[config.mk]
export PLATFORM = sky130hd
export DESIGN_NAME = call_jump_address_restore
export DESIGN_NICKNAME = d
export VERILOG_FILES = /design/src/cjar_pkg.sv /design/src/cjar_front.sv /design/src/cjar_queue.sv /design/src/cjar_back.sv /design/src/call_jump_address_restore.sv
export SDC_FILE = /design/constraint.sdc
export NUM_CORES = 1
export LEC_CHECK = 0
export BUFFER_PORTS_ARGS = -buffer_cell sky130_fd_sc_hd__buf_4
export CAP_MARGIN = 20
export CORE_ASPECT_RATIO = 1.4
export CORE_MARGIN = 2
export CORE_UTILIZATION = 64
export CTS_BUF_LIST = sky130_fd_sc_hd__clkbuf_16
export CTS_CLUSTER_SIZE = 25
export DETAILED_ROUTE_END_ITERATION = 8
export GPL_ROUTABILITY_DRIVEN = 0
export PLACE_DENSITY = 0.81
export SYNTH_ARGS = -nofsm -noshare
export SYNTH_HDL_FRONTEND = slang
export SYNTH_HIERARCHICAL = 1
export SYNTH_SLANG_ARGS = --single-unit
[constraint.sdc]
create_clock -name clk -period 5 [get_ports clk]
set_input_delay 0.5 -clock clk [delete_from_list [all_inputs] [get_ports clk]]
set_output_delay 0.5 -clock clk [all_outputs]
set_load 0.01 [all_outputs]
[src/cjar_pkg.sv]
`timescale 1ns / 1ps
`default_nettype none
// ============================================================================
// cjar_pkg: shared types and constants of the call/jump address restorer
// Holds the register indexes, opcode values, the packet carried from the
// front end to the back end and the configuration bundle.
// ============================================================================
package cjar_pkg;

    // register indexes of the configuration port
    localparam int unsigned CfgIndexWidth = 3;
    localparam logic [CfgIndexWidth-1:0] REG_MARKER     = 3'd0;
    localparam logic [CfgIndexWidth-1:0] REG_ADD_OFFSET = 3'd1;
    localparam logic [CfgIndexWidth-1:0] REG_BASE_ADDR  = 3'd2;
    localparam logic [CfgIndexWidth-1:0] REG_MAX_CONV   = 3'd3;
    localparam logic [CfgIndexWidth-1:0] REG_BUF_LEN    = 3'd4;

    // x86 near call and near jump opcodes
    localparam logic [7:0] OPC_CALL = 8'hE8;
    localparam logic [7:0] OPC_JUMP = 8'hE9;

    // opcodes in the last five bytes of a buffer are never converted
    localparam logic [31:0] TAIL_LEN = 32'd5;

    // default number of packets between front and back end
    localparam int unsigned QUEUE_DEPTH_DEFAULT = 4;

    // scanner phases
    typedef enum logic [5:0] {
        PH_IDLE  = 6'b000001,
        PH_SCAN  = 6'b000010,
        PH_CHECK = 6'b000100,
        PH_G1    = 6'b001000,
        PH_G2    = 6'b010000,
        PH_G3    = 6'b100000
    } phase_t;

    // one to four output bytes caused by one input transaction
    typedef struct packed {
        logic [3:0][7:0] bytes;     // bytes[0] goes out first
        logic [1:0]      last_idx;  // index of the final byte
        logic            last;      // packet closes the buffer
    } pkt_t;

    // configuration seen by the front end
    typedef struct packed {
        logic [7:0]  marker;
        logic [31:0] add_offset;
        logic [31:0] base_address;
        logic [31:0] max_conversions;
        logic [31:0] scan_limit;    // buffer length minus five
        logic        length_ok;     // buffer length above five
    } cfg_t;

endpackage
`default_nettype wire

[src/cjar_front.sv]
`timescale 1ns / 1ps
`default_nettype none
// ============================================================================
// cjar_front: byte scanner of the call/jump address restorer
// Accepts one byte per cycle while the queue is not full, tracks the buffer
// position and the opcode / marker / target phases, and emits output packets.
// ============================================================================
module cjar_front
    import cjar_pkg::*;
(
    input  wire logic       clk,
    input  wire logic       rst_n,
    input  wire cfg_t       cfg,
    input  wire logic       in_valid,
    output logic            in_ready,
    input  wire logic [7:0] data_byte,
    input  wire logic       in_last,
    input  wire logic       q_full,
    output logic            push,
    output pkt_t            push_pkt,
    output logic            buf_idle
);

    phase_t      phase_reg, phase_next;
    logic [31:0] position_reg, position_next;
    logic [31:0] remaining_reg, remaining_next;
    logic [31:0] opc_pos_reg, opc_pos_next;
    logic [15:0] held_reg, held_next;
    logic [31:0] k_reg, k_next;

    phase_t      cur_phase;
    logic [31:0] cur_position;
    logic [31:0] cur_remaining;
    logic        accept;
    logic        scan;
    logic        qualifies;
    logic        emit;
    logic [31:0] target;

    assign in_ready = !q_full;
    assign accept   = in_valid && in_ready;
    assign buf_idle = (phase_reg == PH_IDLE);

    // a new buffer starts from position zero with a fresh conversion budget
    always_comb
    begin
        if (phase_reg == PH_IDLE)
        begin
            cur_phase     = PH_SCAN;
            cur_position  = '0;
            cur_remaining = cfg.max_conversions;
        end
        else
        begin
            cur_phase     = phase_reg;
            cur_position  = position_reg;
            cur_remaining = remaining_reg;
        end
    end

    // opcode that may carry a converted target
    assign qualifies = (data_byte inside {OPC_CALL, OPC_JUMP}) && cfg.length_ok
                       && (cur_position < cfg.scan_limit) && (cur_remaining != '0);

    // restored target: k_reg already holds add_offset - (opcode pos + 1 + base)
    assign target = {8'h00, held_reg, data_byte} + k_reg;

    // phase sequencing and packet build
    always_comb
    begin
        phase_next            = cur_phase;
        position_next         = cur_position + 32'd1;
        remaining_next        = cur_remaining;
        opc_pos_next          = opc_pos_reg;
        held_next             = held_reg;
        k_next                = k_reg;
        scan                  = 1'b0;
        emit                  = 1'b0;
        push_pkt.bytes        = {4{data_byte}};
        push_pkt.last_idx     = 2'd0;
        push_pkt.last         = in_last;

        case (cur_phase)
            PH_G1:
            begin
                if (in_last)
                begin
                    emit              = 1'b1;
                    push_pkt.bytes[0] = held_reg[7:0];
                    push_pkt.bytes[1] = data_byte;
                    push_pkt.last_idx = 2'd1;
                end
                else
                begin
                    held_next  = {held_reg[7:0], data_byte};
                    k_next     = k_reg - cfg.base_address;
                    phase_next = PH_G2;
                end
            end
            PH_G2:
            begin
                if (in_last)
                begin
                    emit              = 1'b1;
                    push_pkt.bytes[0] = held_reg[15:8];
                    push_pkt.bytes[1] = held_reg[7:0];
                    push_pkt.bytes[2] = data_byte;
                    push_pkt.last_idx = 2'd2;
                end
                else
                begin
                    held_next  = {held_reg[7:0], data_byte};
                    phase_next = PH_G3;
                end
            end
            PH_G3:
            begin
                emit              = 1'b1;
                push_pkt.bytes    = target;
                push_pkt.last_idx = 2'd3;
                remaining_next    = cur_remaining - 32'd1;
                held_next         = '0;
                phase_next        = PH_SCAN;
            end
            PH_CHECK:
            begin
                if ((data_byte == cfg.marker) && !in_last)
                begin
                    held_next  = {8'h00, data_byte};
                    k_next     = cfg.add_offset + ~opc_pos_reg;
                    phase_next = PH_G1;
                end
                else
                begin
                    scan = 1'b1;
                end
            end
            default:
            begin
                scan = 1'b1;
            end
        endcase

        // ordinary byte: pass it and look for an opcode
        if (scan)
        begin
            emit = 1'b1;
            if (!in_last && qualifies)
            begin
                opc_pos_next = cur_position;
                phase_next   = PH_CHECK;
            end
            else
            begin
                phase_next = PH_SCAN;
            end
        end

        // end of buffer
        if (in_last)
        begin
            phase_next    = PH_IDLE;
            position_next = '0;
            held_next     = '0;
        end
    end

    assign push = accept && emit;

    // scanner state
    always_ff @(posedge clk or negedge rst_n)
    begin
        if (!rst_n)
        begin
            phase_reg     <= PH_IDLE;
            position_reg  <= '0;
            remaining_reg <= '0;
            opc_pos_reg   <= '0;
            held_reg      <= '0;
            k_reg         <= '0;
        end
        else if (accept)
        begin
            phase_reg     <= phase_next;
            position_reg  <= position_next;
            remaining_reg <= remaining_next;
            opc_pos_reg   <= opc_pos_next;
            held_reg      <= held_next;
            k_reg         <= k_next;
        end
    end

endmodule
`default_nettype wire

[src/cjar_queue.sv]
`timescale 1ns / 1ps
`default_nettype none
// ============================================================================
// cjar_queue: packet queue between scanner and serializer
// Small flip-flop queue of output packets so each side can stall alone.
// ============================================================================
module cjar_queue
    import cjar_pkg::*;
#(
    parameter int unsigned DEPTH = QUEUE_DEPTH_DEFAULT
)
(
    input  wire logic clk,
    input  wire logic rst_n,
    input  wire logic push,
    input  wire pkt_t push_pkt,
    output logic      full,
    input  wire logic pop,
    output pkt_t      head,
    output logic      empty
);

    localparam int unsigned PtrWidth = (DEPTH > 1) ? $clog2(DEPTH) : 1;
    localparam int unsigned CntWidth = $clog2(DEPTH + 1);
    localparam logic [PtrWidth-1:0] LastPtr = PtrWidth'(DEPTH - 1);
    localparam logic [CntWidth-1:0] FullCnt = CntWidth'(DEPTH);

    pkt_t                entry_reg [DEPTH];
    logic [PtrWidth-1:0] wr_ptr_reg, wr_ptr_next;
    logic [PtrWidth-1:0] rd_ptr_reg, rd_ptr_next;
    logic [CntWidth-1:0] count_reg, count_next;

    assign full  = (count_reg == FullCnt);
    assign empty = (count_reg == '0);
    assign head  = entry_reg[rd_ptr_reg];

    // pointer and fill count update
    always_comb
    begin
        wr_ptr_next = wr_ptr_reg;
        rd_ptr_next = rd_ptr_reg;
        count_next  = count_reg;
        if (push)
        begin
            wr_ptr_next = (wr_ptr_reg == LastPtr) ? '0 : wr_ptr_reg + PtrWidth'(1);
        end
        if (pop)
        begin
            rd_ptr_next = (rd_ptr_reg == LastPtr) ? '0 : rd_ptr_reg + PtrWidth'(1);
        end
        if (push && !pop)
        begin
            count_next = count_reg + CntWidth'(1);
        end
        else if (pop && !push)
        begin
            count_next = count_reg - CntWidth'(1);
        end
    end

    always_ff @(posedge clk or negedge rst_n)
    begin
        if (!rst_n)
        begin
            wr_ptr_reg <= '0;
            rd_ptr_reg <= '0;
            count_reg  <= '0;
        end
        else
        begin
            wr_ptr_reg <= wr_ptr_next;
            rd_ptr_reg <= rd_ptr_next;
            count_reg  <= count_next;
        end
    end

    // packet storage
    always_ff @(posedge clk)
    begin
        if (push)
        begin
            entry_reg[wr_ptr_reg] <= push_pkt;
        end
    end

endmodule
`default_nettype wire

[src/cjar_back.sv]
`timescale 1ns / 1ps
`default_nettype none
// ============================================================================
// cjar_back: byte serializer of the call/jump address restorer
// Walks the packet at the queue head into the output register one byte per
// cycle while out_ready allows, and releases the packet after its final byte.
// ============================================================================
module cjar_back
    import cjar_pkg::*;
(
    input  wire logic       clk,
    input  wire logic       rst_n,
    input  wire pkt_t       head,
    input  wire logic       empty,
    output logic            pop,
    output logic            out_valid,
    input  wire logic       out_ready,
    output logic [7:0]      out_byte,
    output logic            out_last
);

    logic [1:0] idx_reg, idx_next;
    logic       valid_reg, valid_next;
    logic [7:0] byte_reg;
    logic       last_reg;
    logic       load;
    logic       final_byte;

    assign load       = !valid_reg || out_ready;
    assign final_byte = (idx_reg == head.last_idx);
    assign pop        = load && !empty && final_byte;

    assign out_valid = valid_reg;
    assign out_byte  = byte_reg;
    assign out_last  = last_reg;

    // byte index and output valid
    always_comb
    begin
        idx_next   = idx_reg;
        valid_next = valid_reg;
        if (load)
        begin
            valid_next = !empty;
            if (!empty)
            begin
                idx_next = final_byte ? 2'd0 : idx_reg + 2'd1;
            end
        end
    end

    always_ff @(posedge clk or negedge rst_n)
    begin
        if (!rst_n)
        begin
            idx_reg   <= '0;
            valid_reg <= 1'b0;
        end
        else
        begin
            idx_reg   <= idx_next;
            valid_reg <= valid_next;
        end
    end

    // output payload
    always_ff @(posedge clk)
    begin
        if (load && !empty)
        begin
            byte_reg <= head.bytes[idx_reg];
            last_reg <= head.last && final_byte;
        end
    end

endmodule
`default_nettype wire

[src/call_jump_address_restore.sv]
`timescale 1ns / 1ps
`default_nettype none
// ============================================================================
// call_jump_address_restore: x86 call/jump target restorer
// Scans a decompressed buffer byte by byte and rewrites marked E8/E9 targets
// back to absolute form; all other bytes pass through.
// ============================================================================
// The block takes one byte per cycle while the queue has room and gives one
// byte per cycle while out_ready is high. A marked call or jump target takes
// four input bytes (marker and three target bytes) that produce nothing until
// the last one, which produces the four restored bytes at once; the packet
// queue between the scanner and the serializer (QUEUE_DEPTH packets) absorbs
// these bursts, and the serializer's single output register sets the
// sustained rate of one byte per cycle. in_ready drops only while the queue
// is full. Configuration writes are taken every cycle and must be made
// between buffers.
module call_jump_address_restore
    import cjar_pkg::*;
#(
    parameter int unsigned QUEUE_DEPTH = QUEUE_DEPTH_DEFAULT
)
(
    input  wire logic                     clk,
    input  wire logic                     rst_n,
    input  wire logic                     cfg_valid,
    output logic                          cfg_ready,
    input  wire logic [CfgIndexWidth-1:0] cfg_index,
    input  wire logic [31:0]              cfg_data,
    input  wire logic                     in_valid,
    output logic                          in_ready,
    input  wire logic [7:0]               data_byte,
    input  wire logic                     in_last,
    output logic                          out_valid,
    input  wire logic                     out_ready,
    output logic [7:0]                    out_byte,
    output logic                          out_last
);

    cfg_t cfg_reg;
    logic q_full;
    logic q_empty;
    logic q_push;
    logic q_pop;
    pkt_t push_pkt;
    pkt_t head_pkt;
    logic buf_idle;

    assign cfg_ready = 1'b1;

    // configuration registers; the length is kept as its scan limit
    always_ff @(posedge clk or negedge rst_n)
    begin
        if (!rst_n)
        begin
            cfg_reg <= '0;
        end
        else if (cfg_valid && cfg_ready)
        begin
            case (cfg_index)
                REG_MARKER:     cfg_reg.marker          <= cfg_data[7:0];
                REG_ADD_OFFSET: cfg_reg.add_offset      <= cfg_data;
                REG_BASE_ADDR:  cfg_reg.base_address    <= cfg_data;
                REG_MAX_CONV:   cfg_reg.max_conversions <= cfg_data;
                REG_BUF_LEN:
                begin
                    cfg_reg.scan_limit <= cfg_data - TAIL_LEN;
                    cfg_reg.length_ok  <= (cfg_data > TAIL_LEN);
                end
                default:
                begin
                end
            endcase
        end
    end

    // scanner
    cjar_front u_front (
        .clk       (clk),
        .rst_n     (rst_n),
        .cfg       (cfg_reg),
        .in_valid  (in_valid),
        .in_ready  (in_ready),
        .data_byte (data_byte),
        .in_last   (in_last),
        .q_full    (q_full),
        .push      (q_push),
        .push_pkt  (push_pkt),
        .buf_idle  (buf_idle)
    );

    // packet queue
    cjar_queue #(
        .DEPTH (QUEUE_DEPTH)
    ) u_queue (
        .clk      (clk),
        .rst_n    (rst_n),
        .push     (q_push),
        .push_pkt (push_pkt),
        .full     (q_full),
        .pop      (q_pop),
        .head     (head_pkt),
        .empty    (q_empty)
    );

    // serializer
    cjar_back u_back (
        .clk       (clk),
        .rst_n     (rst_n),
        .head      (head_pkt),
        .empty     (q_empty),
        .pop       (q_pop),
        .out_valid (out_valid),
        .out_ready (out_ready),
        .out_byte  (out_byte),
        .out_last  (out_last)
    );

`ifndef NO_ASSERTIONS
    // queue never written while full
    assert property (@(posedge clk) disable iff (!rst_n) q_full |-> !q_push)
        else $error("packet queue overflow");

    // queue never read while empty
    assert property (@(posedge clk) disable iff (!rst_n) q_empty |-> !q_pop)
        else $error("packet queue underflow");

    // the last byte of a buffer always returns the scanner to idle
    assert property (@(posedge clk) disable iff (!rst_n)
        (in_valid && in_ready && in_last) |=> buf_idle)
        else $error("scanner not idle after end of buffer");

    // every accepted last byte leaves a packet behind
    assert property (@(posedge clk) disable iff (!rst_n)
        (in_valid && in_ready && in_last) |-> q_push)
        else $error("end of buffer transaction produced no output");
`endif

endmodule
`default_nettype wire
* Word-level counts from Yosys, hierarchy flattened *
Memory sizes are Yosys's and may differ from the RTL's.
Index checks and enable logic that the tools add are counted.

storage, ports and cells
  output and inout port bits = 12
  register bits after elaboration = 306
  bits in writable memories = 140
  memories = 1
  input port bits = 49
  logic and storage cells = 127

operators by class
  bitwise logic cells = 2
  reduce and logical (&&, ||, !) cells = 37
  equality and inequality tests = 19
  mux-type cells = 35
  $lt $le $gt $ge = 3
  add/sub/neg operators = 11

memory list
  memory             words  bits a word  rd ports  clocked after Yosys merged registers in  write ports  line              text
  u_queue.entry_reg  4      35           1         0                                        1            cjar_queue.sv:28  pkt_t entry_reg [DEPTH];

operators with widths
  cell                     count
  $mux W32                 6
  $pmux W32 S2             1
  $pmux W18 S3             1
  $pmux W16 S3             1
  $add A24 B32 Y32         1
  $add A32 B1 Y32 const B  1
  $add A32 B32 Y32         1
  $gt A32 B3 Y1 const B    1
  $lt A32 B32 Y1           1
  $mux W16                 2
  $not A32 Y32             1
  $reduce_bool A32 Y1      1
  $sub A32 B1 Y32 const B  1
  $sub A32 B3 Y32 const B  1
  $sub A32 B32 Y32         1
  $mux W6                  4
  $pmux W6 S4              1
  $mux W18                 1
  $bmux W8 S2              1
  $eq A8 B8 Y1 const B     2
  $mux W8                  2
  $pmux W8 S2              1
  $logic_and A1 B1 Y1      12
  $reduce_and A2 Y1        6
  other kinds (33)         56

* Depth between registers and ports, before layout *
Gate-level depths: netlist of the first run.

  word-level depth = 11
  mapped depth = 21
  depth with buffers taken out = 15

* Modules after synthesis *
The synthesis of the first run kept the hierarchy.

by module, submodules not included
  module                     instances  area each (sq um)  cells each  sequential area each (sq um)
  cjar_front                 1          13,949.6           1,789       3,754.9
  call_jump_address_restore  1          5,739.3            438         3,428.3
  cjar_queue                 1          5,521.5            220         4,379.2
  cjar_back                  1          666.9              38          345.3

* Least setup slack after synthesis of the first run *
OpenSTA, ideal clock, no wires.

  path type = flip-flop to flip-flop
  start = register u_front.phase_reg[0]
  end = register u_front.opc_pos_reg[10]
  required time = 4.875 ns
  path buffers = 5
  data arrival time = 4.200 ns
  slack = 0.675 ns
  library setup time = 0.125 ns
  clock period less this slack = 4.325 ns
  stages on the path, launching flop included = 20
  cells stage by stage = dfstp_2 > nor4b_4 > nand2_2 > clkbuf_1 > clkbuf_1 > clkbuf_1 > clkbuf_1 > and2_1 > ha_1 > nor2b_1 > a211oi_1 > o21ai_0 > a41o_1 > a21o_1 > a21oi_1 > o21ai_1 > a221oi_2 > o211ai_4 > buf_6 > mux2_4

between the ends
  word-level cells in the longest chain between the ends = 7
  elaborated cells on any way between the ends = 16
  those cells by class = order compare (1); eq/ne (5); mux (4); reduce/logical (6)

ends and longest elaborated chain
  element                             line               text
  from (decl)                         cjar_front.sv:24   phase_t phase_reg, phase_next;
  from (signal assigned)              cjar_front.sv:184  phase_reg <= phase_next;
  $eq A6 B1 Y1                        --
  $mux W32                            cjar_front.sv:47   if (phase_reg == PH_IDLE)
  via u_front.cur_position[1]         cjar_front.sv:32   logic [31:0] cur_position;
  $lt A32 B32 Y1                      cjar_front.sv:63   && (cur_position < cfg.scan_limit) && (cur_remaining != '0);
  $logic_and A1 B1 Y1 (2 in a row)    cjar_front.sv:63
  $logic_and A1 B1 Y1                 cjar_front.sv:148  if (!in_last && qualifies)
  $reduce_and A3 Y1 (no source line)  --
  to (signal assigned)                cjar_front.sv:187  opc_pos_reg <= opc_pos_next;
  to (decl)                           cjar_front.sv:27   logic [31:0] opc_pos_reg, opc_pos_next;

The timed path passes the listed nets, and every way through them passes these cells.
A chain may end at the register's enable or synchronous reset.

* Final worst setup path of the first run *
  start = register u_front.phase_reg[4]
  end = register u_front.opc_pos_reg[26]

The elaborated chain is that of the path after synthesis.

==> results of run 1 <==
final timing paths:
check / depth (start not counted) / from / to / slack (ns)
min in group clk: 2 / cfg_data[1] / cfg_reg[98] / 0.23
worst min-delay path: 1 / rst_n / cfg_reg[33] / -0.002
worst min register to register: 1 / u_front/position_reg[22] / u_front/position_reg[22] / 0.48
worst max register to register: 15 / u_front/phase_reg[4] / u_front/opc_pos_reg[26] / 0.26
max in group asynchronous: 2 / rst_n / u_front/remaining_reg[23] / 3.75
worst max-delay path: 15 / u_front/phase_reg[4] / u_front/opc_pos_reg[26] / 0.26
per-stage QoR:
| step | util, % | instances |
|---|---|---|
| floorplan | - | 2485 |
| global placement | 66.7 | 2992 |
| detailed placement | 66.7 | 2992 |
| CTS | 70.1 | 3069 |
| global route | 70.1 | 3069 |
| finish | 70.1 | 3069 |
cell usage in the layout, fill, tap and decap left out, drive strengths merged, types with 78 or more instances in the layout:
cell and n:
inv 153, nand2 219, nor2 158, o21ai 212, ha 126, dfrtp 296
buf 91, xnor2 78, a21oi 174, mux2 131, edfxtp 149
synth_stat cells (8+ instances only):
master,n
dfrtp_1,296
nand2_1,217
o21ai_0,195
a21oi_1,174
nor2_1,157
edfxtp_1,149
inv_1,144
ha_1,126
mux2_2,105
clkbuf_1,88
xnor2_1,78
nor3_1,56
a21o_1,48
nand3_1,47
xor2_1,39
and2_1,35
mux4_2,34
and3_1,25
mux2_4,24
nand2b_1,24
mux2i_1,23
a31oi_1,22
nor2b_1,22
nand4_1,19
nor4_1,18
o21ai_1,17
a22oi_1,16
o22ai_1,16
o21a_1,15
o211ai_1,14
o31ai_1,14
or3_1,13
a22o_1,12
o21bai_1,11
a211oi_1,10
buf_1,9
mux4_1,9
buf_6,8
area by class of cell:
class	count	area, um^2
Inverter	145	544
Tap cell	534	668
Timing Repair Buffer	91	703
Fill cell	2885	12000
Clock inverter	32	262
Sequential cell	446	11900
Clock buffer	45	1130
Multi-Input combinational cell	1776	12900
power breakdown:
group | total, mW | internal (mW) | switching, mW
logic | 3.68 | 1.63 | 2.06
registers | 5.11 | 4.55 | 0.559
clock network | 3.21 | 1.84 | 1.37
total | 12.0 | 8.02 | 3.98
layer usage:
metal  wire length, um  GRT usage, %
met1             23900          34.5
met3              3390          3.22
met4              4070          18.2
met2             34800          57.7
met5                 0             0
cell families after synthesis:
logic type | count (synthesis)
muxes | 197
AOI/OAI and AO/OA | 637
adders and majority gates | 130
DFF | 446
and+or+nand+nor | 694
xor gates and xnor gates | 117
other | 1
buffers and inverters | 263
==> results_dict.tcl, run 1 <==
set metrics [dict create \
    crit_slowest_cell "dfrtp_1" \
    dpl_worst_slack_ns 0.399 \
    ant_nets 0 \
    fmax_mhz 211 \
    rsz0062_at_grt "false" \
    synth_area_leader_cell "dfrtp_1" \
    synth_adder_area_share_pct 6.40 \
    finalHoldWorstSlack_ns -0.00197 \
    ys_seq_area_share_pct 46.0 \
    syn_area_um2 25900 \
    vdd_drop_max_mv 0.328 \
    async_flop_share_pct 66.6 \
    grt_pass1_wl_um 104000 \
    timing.final.crit_share_pct 94.7 \
    crit_buf_inv 1 \
    finalHoldViolations 1 \
    tns_ns 0 \
    synth_cells 2485 \
    synth_top_family_by_area "compound AO/OA/AOI/OAI gates" \
    worstSetupEndpointType "flop" \
    tightest_slew_ns 1.06 \
    leakagePower_nw 12.1 \
    grt_max_degree 125 \
    slew_headroom_pct 29.0 \
    post_cts_resized 0 \
    track_usage_pct 31.2 \
    cts.reportedPaths.clkPinSlew_ns 0.06 \
    placed_area_um2 26700 \
    largest_register_ffs 140 \
    yosysTopAreaCellShare_pct 28.6 \
    cp_slowest_stage_delay_ns 0.51 \
    overflow 0 \
    status "finished, violations left" \
    core_um2 40100 \
    vias 19900 \
    die-area_um2 42100 \
    hold_class "in2async" \
    wl_per_cell_um 21.5 \
    critPathLaunchType "flop" \
    syn_to_final_growth_pct 8.58 \
    n_antenna_cell 0 \
    grt_pass1_vias 20000 \
    critPathMaxFanout 19 \
    critPathKind "reg2reg" \
    power_mw 12.0 \
    yosysWarningCount 6 \
    powerDensity_nw_per_um2 427 \
    clockBufferDepth 3 \
    setup_slack_ns 0.265 \
    antenna_found_initial 0 \
    firstDrtPassIters 6 \
    ctsHoldBuffers 0 \
    arrival_ns 5.16 \
    synth_edf_count 149 \
    synth_compound_area_share_pct 15.2 \
    finalSetupViolations 0 \
    via_per_inst 6.47 \
    drt-total-wl_um 66100 \
    cpLargestDelayFamily "compound AO/OA/AOI/OAI gates" \
    drc 0 \
    fp.dieW_um 174 \
    fin_skew_ns 0.0144 \
    synth_xor_area_share_pct 3.96 \
    drive_above_1_share_pct 14.4 \
    fin_nets 2682 \
    dp_hpwl_um 47600 \
    io_pins 61 \
    cts_tree "built" \
    insertion_delay_ns 0.56 \
    slew_viol_final 0 \
    syn-num-nets 2664 \
    violations "hold timing" \
    ys.flop_type "dfrtp_1" \
    synth-simple-area-share_pct 13.3 \
    drt_iter0_drc 2049 \
    synthTopCellsByArea "dfrtp_1 29%, edfxtp_1 17%, ha_1 6.1%" \
    synth-seq-cells 446 \
    muxShareOfSynthArea_pct 10.8 \
    cts_made_buffers 43 \
    rows 87 \
    cap_violations 0 \
    cts_sinks 446 \
    required_ns 5.43 \
    initial_utilization_pct 64.6 \
    fin_crit_ns 4.74 \
    portBuffers 59 \
    design_area_um2 28100 \
    post_cts_buffers 0 \
    die_height_um 242 \
    syn_avg_cell_area_um2 10.4 \
    crit_chain "nor4b_4 > nand2_2 > and2_1 > ha_1 > nor2b_1 > a211oi_1 > o21ai_0 > a41o_1 > a21o_1 > a21oi_1 > o21ai_1 > a221oi_2 > o211ai_4 > buf_4 > mux2_4" \
    htreeDepth 2 \
    synth_cell_types 100 \
    clockRootBuffer "clkbuf_16" \
]
Power figures use the tool's default switching activity.
==> inputs of run 2 (changes only) <==
--- a/config.mk
+++ b/config.mk
@@ -9,12 +9,12 @@
 export CAP_MARGIN = 20
 export CORE_ASPECT_RATIO = 1.4
 export CORE_MARGIN = 2
-export CORE_UTILIZATION = 64
+export CORE_UTILIZATION = 45
 export CTS_BUF_LIST = sky130_fd_sc_hd__clkbuf_16
+export CTS_CLUSTER_DIAMETER = 150
 export CTS_CLUSTER_SIZE = 25
 export DETAILED_ROUTE_END_ITERATION = 8
 export GPL_ROUTABILITY_DRIVEN = 0
-export PLACE_DENSITY = 0.81
 export SYNTH_ARGS = -nofsm -noshare
 export SYNTH_HDL_FRONTEND = slang
 export SYNTH_HIERARCHICAL = 1
==> run 2 against run 1 <==
Net effect: the flow now finishes without violations; flip-flop and latch count did not move; hold slack improved by 0.024 ns; final area fell by 1.8%; highest routed layer unchanged; global-route usage fell by 8.4 points; setup slack improved by 0.18 ns.
==> results_dict.tcl, run 2 (synthesis gave the netlist of run 1 again) <==
set metrics [dict create \
    drc 0 \
    cts.reportedPaths.clkPinSlew_ns 0.10 \
    leakagePower_nw 11.7 \
    largest_register_ffs 140 \
    clockRootBuffer "clkbuf_16" \
    reg2reg_depth 15 \
    tightest_slew_ns 1.09 \
    ctsHoldBuffers 0 \
    tns_ns 0 \
    track_usage_pct 22.8 \
    wl_per_cell_um 20.7 \
    slew_headroom_pct 26.9 \
    required_ns 5.45 \
    finalSetupViolations 0 \
    core_um2 57100 \
    fp.dieW_um 207 \
    status "completed" \
    critPathMaxFanout 21 \
    n_antenna_cell 0 \
    die-area_um2 59500 \
    drt_iter0_drc 1107 \
    firstDrtPassIters 6 \
    grt.busiest_layer "met2" \
    powerDensity_nw_per_um2 387 \
    worstSetupEndpointType "flop" \
    die_height_um 288 \
    portBuffers 59 \
    hold_class "in2async" \
    syn_to_final_growth_pct 6.67 \
    met1_usage_pct 26.6 \
    htreeDepth 1 \
    arrival_ns 5.00 \
    dp_hpwl_um 49800 \
    insertion_delay_ns 0.58 \
    finalHoldViolations 0 \
    final_cell_mix "295 x dfrtp_1, 216 x nand2_1, 195 x o21ai_0" \
    met3_usage_pct 1.69 \
    fin_util_pct 48.3 \
    initial_utilization_pct 45.3 \
    drt-total-wl_um 67000 \
    fin_nets 2660 \
    dpl_worst_slack_ns 0.467 \
    r2r-end "u_front/opc_pos_reg[24]" \
    grt_max_degree 113 \
    num-fill-cells 5230 \
    io_pins 61 \
    fmax_mhz 219 \
    cts_sinks 446 \
    final_common_cell "dfrtp_1" \
    cts_tree "built" \
    clockBufferDepth 3 \
    vdd_drop_max_mv 0.182 \
    ant_nets 0 \
    cts_made_buffers 21 \
    via_per_inst 5.76 \
    r2r_start "u_front/phase_reg[0]" \
    fin_skew_ns 0.0398 \
    post_cts_buffers 0 \
    cap_violations 0 \
    rsz0062_at_grt "false" \
    rrSetupSlack_ns 0.44 \
    setup_slack_ns 0.444 \
    fin_cells 3235 \
    antenna_found_initial 1 \
    grt_pass1_wl_um 105000 \
    timing.final.crit_share_pct 91.1 \
    post_cts_resized 0 \
    grtUsageMet2_pct 42.4 \
    critPathKind "reg2reg" \
    overflow 0 \
    drive_above_1_share_pct 13.1 \
    slew_viol_final 0 \
    fin_crit_ns 4.56 \
    vias 18600 \
    critPathLaunchType "flop" \
    rows 104 \
    dp_cells 3200 \
    grt_pass1_vias 19000 \
]
run 2: power by group:
part           switching, mW  leakage [nW]  internal (mW)
clock network           1.16         0.341          0.826
registers              0.496          5.11           4.54
logic                   2.05          6.25           1.62
run 2: critical path: stages, from the launching register on:
cell and delay, ns:
dfstp_2 0.58, nor4b_4 0.23, nand2_2 0.32, and2_1 0.32, ha_1 0.29, nor2b_1 0.14
a211oi_1 0.27, o21ai_0 0.12, a41o_1 0.26, a21o_1 0.18, a21oi_1 0.14, o21ai_1 0.12
a221oi_2 0.42, o211ai_4 0.32, buf_4 0.36, mux2_4 0.33
run 2: final cells by class:
cell class | instances | area, um^2 | share of cell area, %
multi-input combinational | 1776 | 12900 | 46.7
sequential | 446 | 11900 | 43.1
tap | 742 | 928 | 3.36
timing repair buffer | 91 | 716 | 2.59
inverter | 145 | 544 | 1.97
clock buffer | 21 | 526 | 1.90
clock inverter | 14 | 83.8 | 0.304
run 2: layer usage:
metal | wire length (um) | vias up
met5 | 0 | -
met1 | 26400 | 9046
met4 | 2880 | 0
li1 | - | 9028
met2 | 35400 | 434
met3 | 2350 | 123
run 2: worst max path at each step:
stage	cells after the start	start	end	slack [ns]
2_1_floorplan	19	u_front/phase_reg[0]	u_front/opc_pos_reg[10]	0.68
3_3_place_gp	15	u_front/phase_reg[0]	u_front/opc_pos_reg[28]	0.59
3_5_place_dp	15	u_front/phase_reg[0]	u_front/opc_pos_reg[24]	0.47
4_1_cts	15	u_front/phase_reg[0]	u_front/opc_pos_reg[24]	0.42
5_1_grt	15	u_front/phase_reg[0]	u_front/opc_pos_reg[29]	0.11
6_report	15	u_front/phase_reg[0]	u_front/opc_pos_reg[24]	0.44
run 2: through the flow:
stage               cell area (um^2)  hold WS [ns]  total power [mW]
finish                         27600        0.0217              10.7
detailed placement             27000         0.472              8.81
CTS                            27600        0.0300              10.8
floorplan                      25900         0.204              7.74
global route                   27600        0.0769              11.4
global placement               27000         0.465              8.70
